**src/hdl/lobm_pkg.sv**
```systemverilog
package lobm_pkg;
   localparam int ORDER_SLOTS_DEF = 32;

   localparam logic [1:0] OP_ADD    = 2'd0;
   localparam logic [1:0] OP_CANCEL = 2'd1;
   localparam logic [1:0] OP_MODIFY = 2'd2;
   localparam logic [1:0] OP_EOD    = 2'd3;

   localparam logic [2:0] TYPE_GTC = 3'd0;
   localparam logic [2:0] TYPE_FAK = 3'd1;
   localparam logic [2:0] TYPE_FOK = 3'd2;
   localparam logic [2:0] TYPE_GFD = 3'd3;
   localparam logic [2:0] TYPE_MKT = 3'd4;

   localparam logic [2:0] ST_OK      = 3'd0;
   localparam logic [2:0] ST_DUP     = 3'd1;
   localparam logic [2:0] ST_NOLIQ   = 3'd2;
   localparam logic [2:0] ST_FAK     = 3'd3;
   localparam logic [2:0] ST_FOK     = 3'd4;
   localparam logic [2:0] ST_UNKNOWN = 3'd5;
   localparam logic [2:0] ST_FULL    = 3'd6;

   localparam logic KIND_TRADE  = 1'b0;
   localparam logic KIND_STATUS = 1'b1;

   typedef struct packed {
      logic scan_start;   // clear scan accumulators, restart index
      logic scan_step;    // visit one slot
      logic load_req;     // latch request
      logic kill_found;   // invalidate found id slot
      logic store_new;    // write new order into free slot
      logic apply_fill;   // subtract fill from best ask/bid
      logic kill_new;     // drop fak remainder
      logic map_market;   // replace price by worst opposite price
      logic eod_step;     // drop gfd in current slot
   } cmd_type;

   typedef struct packed {
      logic scan_done;
      logic found;
      logic opp_any;
      logic fak_cross;
      logic fok_enough;
      logic free_any;
      logic can_trade;
      logic new_alive_fak;
      logic is_mkt;
      logic is_fak;
      logic is_fok;
   } sts_type;
endpackage

```
**src/hdl/lobm_ctrl.sv**
```systemverilog
module lobm_ctrl (
   input  logic              clock,
   input  logic              reset,
   input  logic              req_valid,
   output logic              req_stall,
   input  logic [1:0]        req_op,
   output lobm_pkg::cmd_type cmd,
   input  lobm_pkg::sts_type sts,
   input  logic              qty_zero,
   input  logic              rsp_stall,
   output logic              rsp_valid,
   output logic              rsp_kind,
   output logic [2:0]        rsp_status,
   output logic              rsp_last
);
   import lobm_pkg::*;

   typedef enum logic [9:0] {
      S_IDLE   = 10'b0000000001,
      S_FIND   = 10'b0000000010,
      S_CHECK  = 10'b0000000100,
      S_CHECK2 = 10'b0000001000,
      S_STORE  = 10'b0000010000,
      S_MATCH  = 10'b0000100000,
      S_DECIDE = 10'b0001000000,
      S_TRADE  = 10'b0010000000,
      S_EOD    = 10'b0100000000,
      S_DONE   = 10'b1000000000
   } state_type;

   state_type state_ff, state_in;
   logic [1:0] op_ff, op_in;
   logic [2:0] st_ff, st_in;
   logic       valid_ff, valid_in;
   logic       kind_ff, kind_in;

   assign req_stall  = (state_ff != S_IDLE);
   assign rsp_valid  = valid_ff;
   assign rsp_kind   = kind_ff;
   assign rsp_status = (kind_ff == KIND_STATUS) ? st_ff : ST_OK;
   assign rsp_last   = kind_ff;

   always_comb begin
      state_in = state_ff;
      op_in    = op_ff;
      st_in    = st_ff;
      valid_in = valid_ff;
      kind_in  = kind_ff;
      cmd      = '0;
      case (state_ff)
         S_IDLE: begin
            if (req_valid) begin
               cmd.load_req   = 1'b1;
               cmd.scan_start = 1'b1;
               op_in    = req_op;
               st_in    = ST_OK;
               state_in = (req_op == OP_EOD) ? S_EOD : S_FIND;
            end
         end
         S_FIND: begin
            cmd.scan_step = 1'b1;
            if (sts.scan_done) state_in = S_CHECK;
         end
         S_CHECK: begin
            if (op_ff == OP_ADD) begin
               if (sts.found) begin
                  st_in = ST_DUP; state_in = S_DONE;
               end else state_in = S_CHECK2;
            end else if (!sts.found) begin
               st_in = ST_UNKNOWN; state_in = S_DONE;
            end else begin
               cmd.kill_found = 1'b1;
               if (op_ff == OP_MODIFY) begin
                  op_in = OP_ADD;
                  cmd.scan_start = 1'b1;
                  state_in = S_FIND;
               end else state_in = S_DONE;
            end
         end
         S_CHECK2: begin
            state_in = S_DONE;
            if (sts.is_mkt) begin
               if (!sts.opp_any) st_in = ST_NOLIQ;
               else begin
                  cmd.map_market = 1'b1;
                  state_in = S_STORE;
               end
            end else if (sts.is_fak && !sts.fak_cross) st_in = ST_FAK;
            else if (sts.is_fok && !sts.fok_enough) st_in = ST_FOK;
            else state_in = S_STORE;
         end
         S_STORE: begin
            state_in = S_DONE;
            if (!qty_zero) begin
               if (!sts.free_any) st_in = ST_FULL;
               else begin
                  cmd.store_new  = 1'b1;
                  cmd.scan_start = 1'b1;
                  state_in = S_MATCH;
               end
            end
         end
         S_MATCH: begin
            cmd.scan_step = 1'b1;
            if (sts.scan_done) state_in = S_DECIDE;
         end
         S_DECIDE: begin
            if (sts.can_trade) begin
               cmd.apply_fill = 1'b1;
               state_in = S_TRADE;
            end else begin
               if (sts.new_alive_fak) cmd.kill_new = 1'b1;
               state_in = S_DONE;
            end
         end
         S_TRADE: begin
            if (!valid_ff) begin
               valid_in = 1'b1;
               kind_in  = KIND_TRADE;
            end else if (!rsp_stall) begin
               valid_in = 1'b0;
               cmd.scan_start = 1'b1;
               state_in = S_MATCH;
            end
         end
         S_EOD: begin
            cmd.eod_step = 1'b1;
            if (sts.scan_done) state_in = S_DONE;
         end
         S_DONE: begin
            if (!valid_ff) begin
               valid_in = 1'b1;
               kind_in  = KIND_STATUS;
            end else if (!rsp_stall) begin
               valid_in = 1'b0;
               state_in = S_IDLE;
            end
         end
         default: state_in = S_IDLE;
      endcase
   end

   always_ff @(posedge clock) begin
      if (reset) begin
         state_ff <= S_IDLE;
         valid_ff <= 1'b0;
         op_ff    <= OP_ADD;
         st_ff    <= ST_OK;
         kind_ff  <= KIND_STATUS;
      end else begin
         state_ff <= state_in;
         valid_ff <= valid_in;
         op_ff    <= op_in;
         st_ff    <= st_in;
         kind_ff  <= kind_in;
      end
   end
endmodule

```
**config.mk**
```make
export PLATFORM = sky130hd
export DESIGN_NAME = lobm_ctrl
export DESIGN_NICKNAME = d
export VERILOG_FILES = /design/src/hdl/lobm_pkg.sv /design/src/hdl/lobm_ctrl.sv
export SDC_FILE = /design/constraint.sdc
export NUM_CORES = 1
export LEC_CHECK = 0
export BUFFER_PORTS_ARGS = -buffer_cell sky130_fd_sc_hd__buf_2
export CORE_MARGIN = 10
export CORE_UTILIZATION = 47
export DETAILED_ROUTE_END_ITERATION = 8
export GPL_TIMING_DRIVEN = 0
export PLACE_DENSITY = 0.75
export SYNTH_ARGS = -nofsm -noshare
export SYNTH_HDL_FRONTEND = slang
export SYNTH_SLANG_ARGS = --single-unit
```
**constraint.sdc**
```tcl
create_clock -name clock -period 2 [get_ports clock]
set_input_delay 0.2 -clock clock [delete_from_list [all_inputs] [get_ports clock]]
set_output_delay 0.2 -clock clock [all_outputs]
set_load 0.05 [all_outputs]
```
==> results of run 1 <==
==> per-stage QoR <==
step / total power (uW) / utilization
finish: 2050 / 0.797
CTS: 1570 / 0.637
global route: 2140 / 0.797
floorplan: 1070 / -
global placement: 1240 / 0.578
detailed placement: 1250 / 0.578
==> worst max path at each step <==
stage | from | endpoint | slack (ns) | depth (start not counted)
floorplan | state_ff[5] | cmd[1] | -0.29 | 5
global placement | state_ff[5] | cmd[1] | -0.41 | 6
detailed placement | state_ff[5] | cmd[1] | -0.41 | 6
CTS | state_ff[1] | cmd[1] | -0.53 | 5
global route | state_ff[1] | cmd[1] | -0.58 | 5
finish | state_ff[1] | cmd[1] | -0.55 | 5
==> final cells by class <==
cell class / count / area [sq um]
flip-flops and latches: 17 / 354
inverters: 5 / 18.8
multi-input cells: 135 / 1190
fillers: 171 / 549
plain buffers: 7 / 35.0
well taps: 31 / 38.8
clock buffers: 4 / 26.3
repair buffers: 62 / 500
==> flip-flops by register name, summed over array words and instances (netlist names) <==
signal	cells
rsp_kind	1
st_ff	3
state_ff	10
op_ff	2
rsp_valid	1
==> per-layer routing <==
metal	track usage	wire, um
met1	0.197	2010
met2	0.261	2520
met3	0.0299	301
met4	0.0570	175
met5	0	0
==> where the power goes <==
group / total (uW) / internal, uW / leakage [uW] / switching (uW)
logic: 1430 / 649 / 0.000697 / 785
registers: 406 / 371 / 0.000141 / 34.5
clock network: 206 / 77.9 / 0.0000150 / 128
total: 2050 / 1100 / 0.000853 / 947
==> cell usage in the layout, fill, tap and decap left out, types with 3 or more instances in the layout <==
master,Yosys,routed
nand3_1,6,5
nor4b_4,0,3
buf_2,0,23
nor2b_1,12,11
clkbuf_4,0,3
and2_1,4,3
nor3_2,1,5
dfxtp_1,17,12
buf_6,1,16
clkbuf_1,9,5
o21ai_0,7,5
dfxtp_4,0,3
nor3_1,11,3
nor2_1,14,11
and3_1,3,3
a21oi_1,8,7
nand2_2,0,3
nand2_1,9,5
inv_1,5,5
nor3_4,0,4
nand4_1,5,5
or4_4,2,3
buf_8,0,4
buf_4,2,22
==> kinds of logic (layout without fill, tap and decap cells) <==
family                    after synthesis  in the layout  synth area share
xor gates and xnor gates                5              5            0.0333
DFF                                    17             17             0.259
muxes                                   5              5            0.0410
buffers and inverters                  18             78            0.0629
AOI/OAI and AO/OA                      38             38             0.200
and+or+nand+nor                        87             87             0.404
==> critical path, stage by stage (launching register included) <==
cell and delay [ns]:
dfxtp_4 0.36, or4_4 0.55, or4_4 0.46, or3b_4 0.42
nor2_4 0.11, buf_8 0.15
==> what timing repair did <==
| action | 4_1_cts | 5_1_grt |
|---|---|---|
| setup buffers | 7 | 24 |
| gates resized for setup | 30 | 66 |
| endpoints found under the setup margin | 21 | 20 |
| pin swaps | 6 | 18 |
==> results.txt, run 1 <==
----------------------------------------------------
[Outcome]
  Run status ... finished, violations left
  Failing checks ... setup timing

[Min path]
  Kind of path behind the tightest hold check ... input port to flip-flop
  Min-Delay Endpoint ... op_ff[0]
  Hold Path Stages ... 3
  Worst min-delay path startpoint ... req_op[0]

[STA]
  Max-Slew Margin vs Limit ... 0.595
  Number of hold violations in the final report ... 0
  Setup Viol. Count Final ... 19
  Transition at the pin with the smallest max-transition slack ... 0.608 ns
  Layout Skew ... 0.00305 ns
  Minimum setup slack in the final design ... -0.546 ns
  Worst slack on hold paths ... 0.156 ns
  FMAX ... 0.393 GHz
  Final Slew Violations ... 0
  Time the worst path needs with I/O delays and setup ... 2.55 ns
  Total negative slack ... -6.08 ns
  RSZ-0062 raised after global routing ... yes
  Share of the clock period used by the worst path ... 1.27

[Setup path]
  Setup slack of the most critical reg-to-reg path ... -0.50 ns
  Sort of element at the end of the critical path ... output port
  Start-to-end type of the worst setup path ... flip-flop to output port
  Cell depth of the worst flop-to-flop path ... 9
  CP Max Fanout ... 2
  Required time of the worst setup path ... 1.80 ns
  R2R Path Start ... state_ff[1]
  Critical path arrival ... 2.35 ns
  Critical path launch point type ... flip-flop
  Reg-to-reg endpoint ... state_ff[4]

[Yosys]
  Post-Synthesis Net Count ... 188
  Cells taking the most area after synthesis ... dfxtp_1 (26%), nor2b_1 (5.7%), nor3_1 (4.2%), nor2_1 (4.0%), a21oi_1 (3.0%)
  Number of flops mapped to enable cells by yosys ... 0
  Area fraction of the dominant cell type after synthesis ... 0.259
  Synthesized netlist cell count ... 170
  Register bit count reported by yosys ... 17
  Cell variety after synth ... 50
  Number of warnings printed during yosys synthesis ... 0
  Leading cell type by number of instances after synthesis ... dfxtp_1
  Cell type with the largest total area after synthesis ... dfxtp_1
  Proportion of synthesized flip-flops having asynchronous set or reset ... 0
  Mean cell area of the mapped netlist ... 7.73 sq um
  Predominant post-synthesis flop cell ... dfxtp_1
  Share of the yosys chip area belonging to registers ... 0.259
  Leading cell types by count after synthesis ... dfxtp_1 (17), nor2_1 (14), nor2b_1 (12), nor3_1 (11)
  Post-Syn Area ... 1310 sq um

[Placement]
  Worst slack after detailed placement ... -0.408 ns
  Number of placed instances, taps included ... 233
  HPWL reported at the end of detailed placement ... 3.10 mm
  Placed standard-cell area ... 1570 sq um
  RD Place Congestion ... 0.982
  Buffers added on ports ... 32

[Global routing]
  Via count of the first global-routing pass ... 1494
  Antenna violations before repair ... 0
  Total routing usage reported by global routing ... 0.158
  Pin count of the biggest net entering global routing ... 11
  Wire length of the first global-routing pass ... 6.93 mm
  Grt ovf ... 0

[Floorplanning]
  Vert. Die Dim ... 72.9 um
  Die Wd ... 72.9 um
  Total I/O pin count ... 34
  Die Outline Area ... 5310 sq um
  Core Box Area ... 2710 sq um
  Cell Rows ... 19
  Effective utilization at floorplan ... 0.485

[CTS]
  Insertion delay of the later-clocked pin in the worst-skew pair ... 0.30 ns
  Sink Count ... 17
  CTS Root Buffer Type ... clkbuf_4
  Level count of the clock H-tree ... 1
  Number of buffers added by the clock tree synthesis step ... 3
  Clock-pin slew of the registers on the worst-case setup and hold paths ... 0.11 ns
  Clk buf depth ... 2
  CTS tree ... done
  Number of hold-repair buffers added at the cts stage ... 0

[Pwr]
  Pwr Density ... 946 nW/um^2
  Static Leakage ... 0.000853 uW
  Maximum resistive drop on vdd ... 1.12 mV

[Layout]
  Synth-to-Final Area Change ... 64.5%
  Non-Filler Cell Area, Final ... 2160 sq um
  Share of final-layout standard cells stronger than drive strength 1 ... 0.530
  Nets ... 249
  Ant. Diodes ... 0
  Post-route non-filler standard cell count ... 261

[Drt]
  Per-cell via count in the routed design ... 6.27
  Total number of vias ... 1636
  Total detailed-routing wirelength ... 5.00 mm
  Per-cell routed wire length ... 19.2 um
  Post-detailed-route DRC marker count ... 0
  Count of TritonRoute iterations in the first routing pass ... 4
  Post-route ant nets ... 0
  DRT iter0 DRCs ... 104

[Job]
  Count of maximum capacitance violations ... 0

----------------------------------------------------
No activity file was read; power rests on OpenSTA's default activity.
==> run 2, diff against run 1 <==
==> constraint.sdc (replaced) <==
create_clock -name clock -period 2.3 [get_ports clock]
set_input_delay 0.23 -clock clock [delete_from_list [all_inputs] [get_ports clock]]
set_output_delay 0.23 -clock clock [all_outputs]
set_load 0.05 [all_outputs]
==> run 2 against run 1 <==
Net effect:
- the flow still finishes with violations (setup timing)
- final area down 21%
- via count down 9.7%
- clock power down 20%
- clock-buffer cell count unchanged
- routed wire length down 14%
- flip-flop and latch count unchanged
- combinational power down 40%
- largest cell class unchanged
- largest power group unchanged
- highest routed layer unchanged
==> results.txt, run 2 (same netlist as run 1, synthesis figures left out) <==
----------------------------------------------------
[Placement]
  HPWL reported at the end of detailed placement ... 3.18 mm (was 3.10 mm)
  Buffers added on ports ... 32 (unchanged)
  Placed standard-cell area ... 1540 sq um (was 1570 sq um)
  RD Place Congestion ... 0.919 (was 0.982)

[Pwr]
  Pwr Density ... 805 nW/um^2 (was 946 nW/um^2)
  Total power ... 1380 uW (was 2050 uW)
  Static Leakage ... 0.000699 uW (was 0.000853 uW)
  Maximum resistive drop on vdd ... 0.600 mV (was 1.12 mV)

[Layout]
  Synth-to-Final Area Change ... 30.5% (was 64.5%)
  Largest Register ... state_ff (unchanged)
  Share of final-layout standard cells stronger than drive strength 1 ... 0.374 (was 0.530)
  Non-Filler Cell Area, Final ... 1710 sq um (was 2160 sq um)
  Nets ... 230 (was 249)
  Commonest non-fill, non-tap cells in the layout ... buf_2 (29), dfxtp_1 (14), buf_4 (13) (was buf_2 (23), buf_4 (22), buf_6 (16))
  Biggest registers after layout ... state_ff: 10 flops, st_ff: 3 flops, op_ff: 2 flops (unchanged)
  Most common library cell in the layout ignoring fill and taps ... buf_2 (unchanged)
  FILL cells ... 248 (was 171)
  Flip-flop count of the largest register after layout ... 10 (unchanged)
  Ant. Diodes ... 0 (unchanged)
  Fin util ... 0.633 (was 0.797)

[Setup path]
  Setup slack of the most critical reg-to-reg path ... 0.10 ns (was -0.50 ns)
  Start-to-end type of the worst setup path ... flip-flop to output port (unchanged)
  Critical path launch point type ... flip-flop (unchanged)
  Critical-path cell with the highest stage delay ... or4_4 (unchanged)
  Reg-to-reg endpoint ... state_ff[4] (unchanged)
  End point of the critical path ... cmd[1] (unchanged)
  Sort of element at the end of the critical path ... output port (unchanged)
  Critical path arrival ... 2.28 ns (was 2.35 ns)
  Required time of the worst setup path ... 2.07 ns (was 1.80 ns)
  R2R Path Start ... state_ff[5] (was state_ff[1])
  Cell breakdown of the critical path ... or4_4 > or4_4 > or3b_4 > nor2_4 > buf_8 (unchanged)
  Cell depth of the worst flop-to-flop path ... 6 (was 9)
  Peak per-stage delay on the critical path ... 0.52 ns (was 0.55 ns)
  CP Max Fanout ... 3 (was 2)
  Most numerous cell on the critical path ... or4_4 (unchanged)
  CP startpoint ... state_ff[5] (was state_ff[1])

[Job]
  Count of maximum capacitance violations ... 0 (unchanged)

[Floorplanning]
  Total I/O pin count ... 34 (unchanged)
  Die Wd ... 72.9 um (unchanged)
  Effective utilization at floorplan ... 0.485 (unchanged)
  Vert. Die Dim ... 72.9 um (unchanged)
  Cell Rows ... 19 (unchanged)
  Die Outline Area ... 5310 sq um (unchanged)
  Core Box Area ... 2710 sq um (unchanged)

[Drt]
  Total number of vias ... 1478 (was 1636)
  Count of TritonRoute iterations in the first routing pass ... 4 (unchanged)
  Per-cell via count in the routed design ... 6.11 (was 6.27)
  DRT iter0 DRCs ... 217 (was 104)
  Total detailed-routing wirelength ... 4.29 mm (was 5.00 mm)
  Post-route ant nets ... 0 (unchanged)
  Post-detailed-route DRC marker count ... 0 (unchanged)
  Per-cell routed wire length ... 17.7 um (was 19.2 um)

[STA]
  Share of the clock period used by the worst path ... 1.09
  Setup Viol. Count Final ... 2 (was 19)
  Time the worst path needs with I/O delays and setup ... 2.51 ns
  Number of hold violations in the final report ... 0 (unchanged)
  Transition at the pin with the smallest max-transition slack ... 0.550 ns (was 0.608 ns)
  Layout Skew ... 0.00218 ns (was 0.00305 ns)
  FMAX ... 0.398 GHz
  Minimum setup slack in the final design ... -0.212 ns (was -0.546 ns)
  Final Slew Violations ... 0 (unchanged)
  Max-Slew Margin vs Limit ... 0.632 (was 0.595)
  Worst slack on hold paths ... 0.220 ns (was 0.156 ns)
  Total negative slack ... -0.360 ns (was -6.08 ns)
  RSZ-0062 raised after global routing ... yes (unchanged)

[Outcome]
  Failing checks ... setup timing (unchanged)
  Run status ... finished, violations left (unchanged)

[CTS]
  CTS tree ... done (unchanged)
  Number of hold-repair buffers added at the cts stage ... 0 (unchanged)
  Number of buffers added by the clock tree synthesis step ... 3 (unchanged)
  Insertion delay of the later-clocked pin in the worst-skew pair ... 0.29 ns (was 0.30 ns)
  Clock-pin slew of the registers on the worst-case setup and hold paths ... 0.10 ns (was 0.11 ns)
  Level count of the clock H-tree ... 1 (unchanged)
  Sink Count ... 17 (unchanged)
  CTS Root Buffer Type ... clkbuf_4 (unchanged)
  Clk buf depth ... 2 (unchanged)

[Global routing]
  Via count of the first global-routing pass ... 1460 (was 1494)
  Pin count of the biggest net entering global routing ... 11 (unchanged)
  Total routing usage reported by global routing ... 0.158 (about the same)
  Wire length of the first global-routing pass ... 6.91 mm (was 6.93 mm)
  Antenna violations before repair ... 0 (unchanged)
  Grt ovf ... 0 (unchanged)

[Min path]
  Kind of path behind the tightest hold check ... input port to flip-flop (unchanged)

----------------------------------------------------
run 2: layout make-up:
| class | count | area (sq um) | share of cell area |
|---|---|---|---|
| Multi-Input combinational cell | 135 | 983 | 0.574 |
| Sequential cell | 17 | 349 | 0.204 |
| Timing Repair Buffer | 42 | 254 | 0.148 |
| Buffer | 8 | 43.8 | 0.0255 |
| Tap cell | 31 | 38.8 | 0.0226 |
| Clock buffer | 4 | 26.3 | 0.0153 |
| Inverter | 5 | 18.8 | 0.0109 |
run 2: worst max-delay path, delay by kind of cell (launching register included):
kind          cells  cell delay (ns)
flops             1             0.37
buf+inv           1             0.15
simple gates      4             1.47
run 2: worst min path at each step:
stage / start / end / slack (ns) / depth (start not counted)
final: req_op[1] / op_ff[1] / 0.22 / 3
after global routing: sts[10] / state_ff[5] / 0.24 / 3
after CTS: sts[10] / state_ff[5] / 0.22 / 3
after detailed placement: op_ff[1] / op_ff[1] / 0.49 / 2
after global placement: op_ff[1] / op_ff[1] / 0.48 / 2
after floorplan: req_op[0] / op_ff[0] / 0.38 / 2
run 2: power breakdown:
| group | switching, uW | internal [uW] | leakage [uW] |
|---|---|---|---|
| registers | 36.0 | 324 | 0.000140 |
| clock network | 97.8 | 67.5 | 0.0000150 |
| logic | 515 | 339 | 0.000544 |
run 2: stage by stage:
| stage | std cells | setup WS [ns] |
|---|---|---|
| after floorplan | 170 | -0.0200 |
| final | 242 | -0.212 |
| after detailed placement | 233 | -0.179 |
| after global routing | 242 | -0.257 |
| after CTS | 240 | -0.296 |
| after global placement | 233 | -0.165 |
run 2: what timing repair did:
item	in CTS	in global routing
endpoints found under the hold margin	0	0
endpoints found under the setup margin	12	13
resized for setup	17	10
buffers inserted	5	5
pin swaps	7	5
run 2: routing by layer:
| layer | track usage | share of wire | vias to the layer above | wire length (um) |
|---|---|---|---|---|
| met3 | 0.0299 | 0.080 | 9 | 343 |
| li1 | - | - | 716 | - |
| met4 | 0.0612 | 0.016 | 0 | 67 |
| met2 | 0.257 | 0.49 | 69 | 2100 |
| met5 | 0 | 0 | - | 0 |
| met1 | 0.198 | 0.42 | 684 | 1780 |
==> run 3, diff against run 2 <==
--- a/config.mk
+++ b/config.mk
@@ -5,7 +5,7 @@
 export SDC_FILE = /design/constraint.sdc
 export NUM_CORES = 1
 export LEC_CHECK = 0
-export BUFFER_PORTS_ARGS = -buffer_cell sky130_fd_sc_hd__buf_2
+export BUFFER_PORTS_ARGS = -buffer_cell sky130_fd_sc_hd__buf_4
 export CORE_MARGIN = 10
 export CORE_UTILIZATION = 47
 export DETAILED_ROUTE_END_ITERATION = 8
==> run 3 against run 2 <==
Net effect:
- flip-flop and latch count unchanged
- sequential power increased by 1%
- highest routed layer unchanged
- clock power up 4%
- largest cell class unchanged
- the run still ends with setup timing left
==> results.txt, run 3 (same netlist as run 1, synthesis figures left out) <==
----------------------------------------------------
[Setup path]
  Required time of the worst setup path ... 2.07 ns (about the same)
  Start-to-end type of the worst setup path ... flip-flop to output port (unchanged)
  Critical path arrival ... 2.33 ns (was 2.28 ns)
  CP Max Fanout ... 4 (was 3)
  Cell depth of the worst flop-to-flop path ... 6 (unchanged)
  R2R Path Start ... state_ff[8] (was state_ff[5])
  Setup slack of the most critical reg-to-reg path ... 0.08 ns (was 0.10 ns)
  Critical path launch point type ... flip-flop (unchanged)
  Sort of element at the end of the critical path ... output port (unchanged)
  Reg-to-reg endpoint ... state_ff[4] (unchanged)

[CTS]
  CTS tree ... done (unchanged)
  Sink Count ... 17 (unchanged)
  Number of buffers added by the clock tree synthesis step ... 3 (unchanged)
  CTS Root Buffer Type ... clkbuf_4 (unchanged)
  Level count of the clock H-tree ... 1 (unchanged)
  Clk buf depth ... 2 (unchanged)
  Clock-pin slew of the registers on the worst-case setup and hold paths ... 0.11 ns (was 0.10 ns)
  Number of hold-repair buffers added at the cts stage ... 0 (unchanged)
  Insertion delay of the later-clocked pin in the worst-skew pair ... 0.30 ns (was 0.29 ns)

[Layout]
  Commonest non-fill, non-tap cells in the layout ... buf_4 (40), dfxtp_1 (14), nor2_1 (13) (was buf_2 (29), dfxtp_1 (14), buf_4 (13))
  Flip-flop count of the largest register after layout ... 10 (unchanged)
  Fin util ... 0.648 (was 0.633)
  Ant. Diodes ... 0 (unchanged)
  Most common library cell in the layout ignoring fill and taps ... buf_4 (was buf_2)
  FILL cells ... 250 (was 248)
  Largest Register ... state_ff (unchanged)
  Area used by multi-input combinational logic ... 971 sq um (was 983 sq um)
  Combined flip-flop and latch cell area ... 349 sq um (unchanged)
  Biggest registers after layout ... state_ff: 10 flops, st_ff: 3 flops, op_ff: 2 flops (unchanged)
  Nets ... 228 (was 230)
  Synth-to-Final Area Change ... 33.6% (was 30.5%)
  Share of final-layout standard cells stronger than drive strength 1 ... 0.359 (was 0.374)

[Placement]
  HPWL reported at the end of detailed placement ... 3.29 mm (was 3.18 mm)
  Buffers added on ports ... 32 (unchanged)
  RD Place Congestion ... 0.911 (was 0.919)

[Pwr]
  Pwr Density ... 778 nW/um^2 (was 805 nW/um^2)
  Static Leakage ... 0.000706 uW (was 0.000699 uW)
  Maximum resistive drop on vdd ... 0.730 mV (was 0.600 mV)

[STA]
  Max-Slew Margin vs Limit ... 0.635 (was 0.632)
  Setup Viol. Count Final ... 3 (was 2)
  Total negative slack ... -0.488 ns (was -0.360 ns)
  Layout Skew ... 0.00663 ns (was 0.00218 ns)
  Time the worst path needs with I/O delays and setup ... 2.56 ns (was 2.51 ns)
  Minimum setup slack in the final design ... -0.265 ns (was -0.212 ns)
  FMAX ... 0.390 GHz (was 0.398 GHz)
  Number of hold violations in the final report ... 0 (unchanged)
  Final Slew Violations ... 0 (unchanged)
  Transition at the pin with the smallest max-transition slack ... 0.547 ns (was 0.550 ns)
  Share of the clock period used by the worst path ... 1.12 (was 1.09)
  RSZ-0062 raised after global routing ... yes (unchanged)

[Floorplanning]
  Die Outline Area ... 5310 sq um (unchanged)
  Effective utilization at floorplan ... 0.485 (unchanged)
  Total I/O pin count ... 34 (unchanged)
  Cell Rows ... 19 (unchanged)
  Vert. Die Dim ... 72.9 um (unchanged)
  Core Box Area ... 2710 sq um (unchanged)
  Die Wd ... 72.9 um (unchanged)

[Min path]
  Min-Delay Endpoint ... op_ff[1] (unchanged)
  Kind of path behind the tightest hold check ... input port to flip-flop (unchanged)
  Worst min-delay path startpoint ... req_op[1] (unchanged)
  Hold Path Stages ... 3 (unchanged)

[Drt]
  Post-route ant nets ... 0 (unchanged)
  Total detailed-routing wirelength ... 4.28 mm (was 4.29 mm)
  Per-cell routed wire length ... 17.8 um (was 17.7 um)
  DRT iter0 DRCs ... 145 (was 217)
  Total number of vias ... 1479 (was 1478)
  Count of TritonRoute iterations in the first routing pass ... 4 (unchanged)
  Per-cell via count in the routed design ... 6.16 (was 6.11)
  Post-detailed-route DRC marker count ... 0 (unchanged)

[Job]
  Count of maximum capacitance violations ... 0 (unchanged)

[Global routing]
  Grt ovf ... 0 (unchanged)
  Via count of the first global-routing pass ... 1519 (was 1460)
  Wire length of the first global-routing pass ... 6.91 mm (unchanged)
  Pin count of the biggest net entering global routing ... 11 (unchanged)
  Antenna violations before repair ... 0 (unchanged)
  Total routing usage reported by global routing ... 0.158 (about the same)

[Outcome]
  Run status ... finished, violations left (unchanged)
  Failing checks ... setup timing (unchanged)

----------------------------------------------------
[run 3: how the worst max path moves through the flow]
stage                     start      to  slack (ns)
floorplan           state_ff[5]  cmd[1]       -0.02
global placement    state_ff[1]  cmd[1]       -0.09
detailed placement  state_ff[1]  cmd[1]       -0.10
CTS                 state_ff[5]  cmd[1]       -0.31
global route        state_ff[8]  cmd[1]       -0.30
finish              state_ff[8]  cmd[1]       -0.26
[run 3: report_power, final]
group | total (uW) | internal [uW] | leakage, uW | switching [uW]
logic | 830 | 338 | 0.000551 | 492
registers | 364 | 322 | 0.000140 | 41.8
clock network | 172 | 67.7 | 0.0000150 | 104
total | 1370 | 728 | 0.000706 | 638
[run 3: per-layer routing]
metal | track usage | vias to the layer above | share of wire
li1 | - | 708 | -
met1 | 0.183 | 679 | 0.39
met4 | 0.0612 | 0 | 0.021
met3 | 0.0517 | 12 | 0.094
met5 | 0 | - | 0
met2 | 0.260 | 80 | 0.49
[run 3: critical path, cell delays in order, from the launching register on]
cell,delay [ns]
dfxtp_4,0.37
or4_4,0.54
or4_4,0.43
or3b_4,0.41
nor2_4,0.13
buf_8,0.15
[run 3: cell type report]
class,count,area share
inverters,5,0.0107
multi-input cells,135,0.553
clock buffers,4,0.0150
well taps,31,0.0221
plain buffers,8,0.0228
repair buffers,40,0.177
flip-flops and latches,17,0.199
[run 3: what timing repair did]
item / CTS / global route
pin swaps: 4 / 5
endpoints found under the setup margin: 9 / 19
resized for setup: 7 / 12
buffers inserted: 4 / 4
[run 3: metrics by stage]
stage                     total power (uW)  hold WS, ns  worst slack [ns]  cells  cell area, sq um
final                                 1370        0.206            -0.265    240              1760
after global routing                  1440        0.231            -0.299    240              1760
after CTS                             1280        0.207            -0.311    239              1680
after detailed placement              1100        0.492            -0.104    233              1620
after global placement                1090        0.479           -0.0895    233              1620
after floorplan                        902        0.382           -0.0200    170              1340
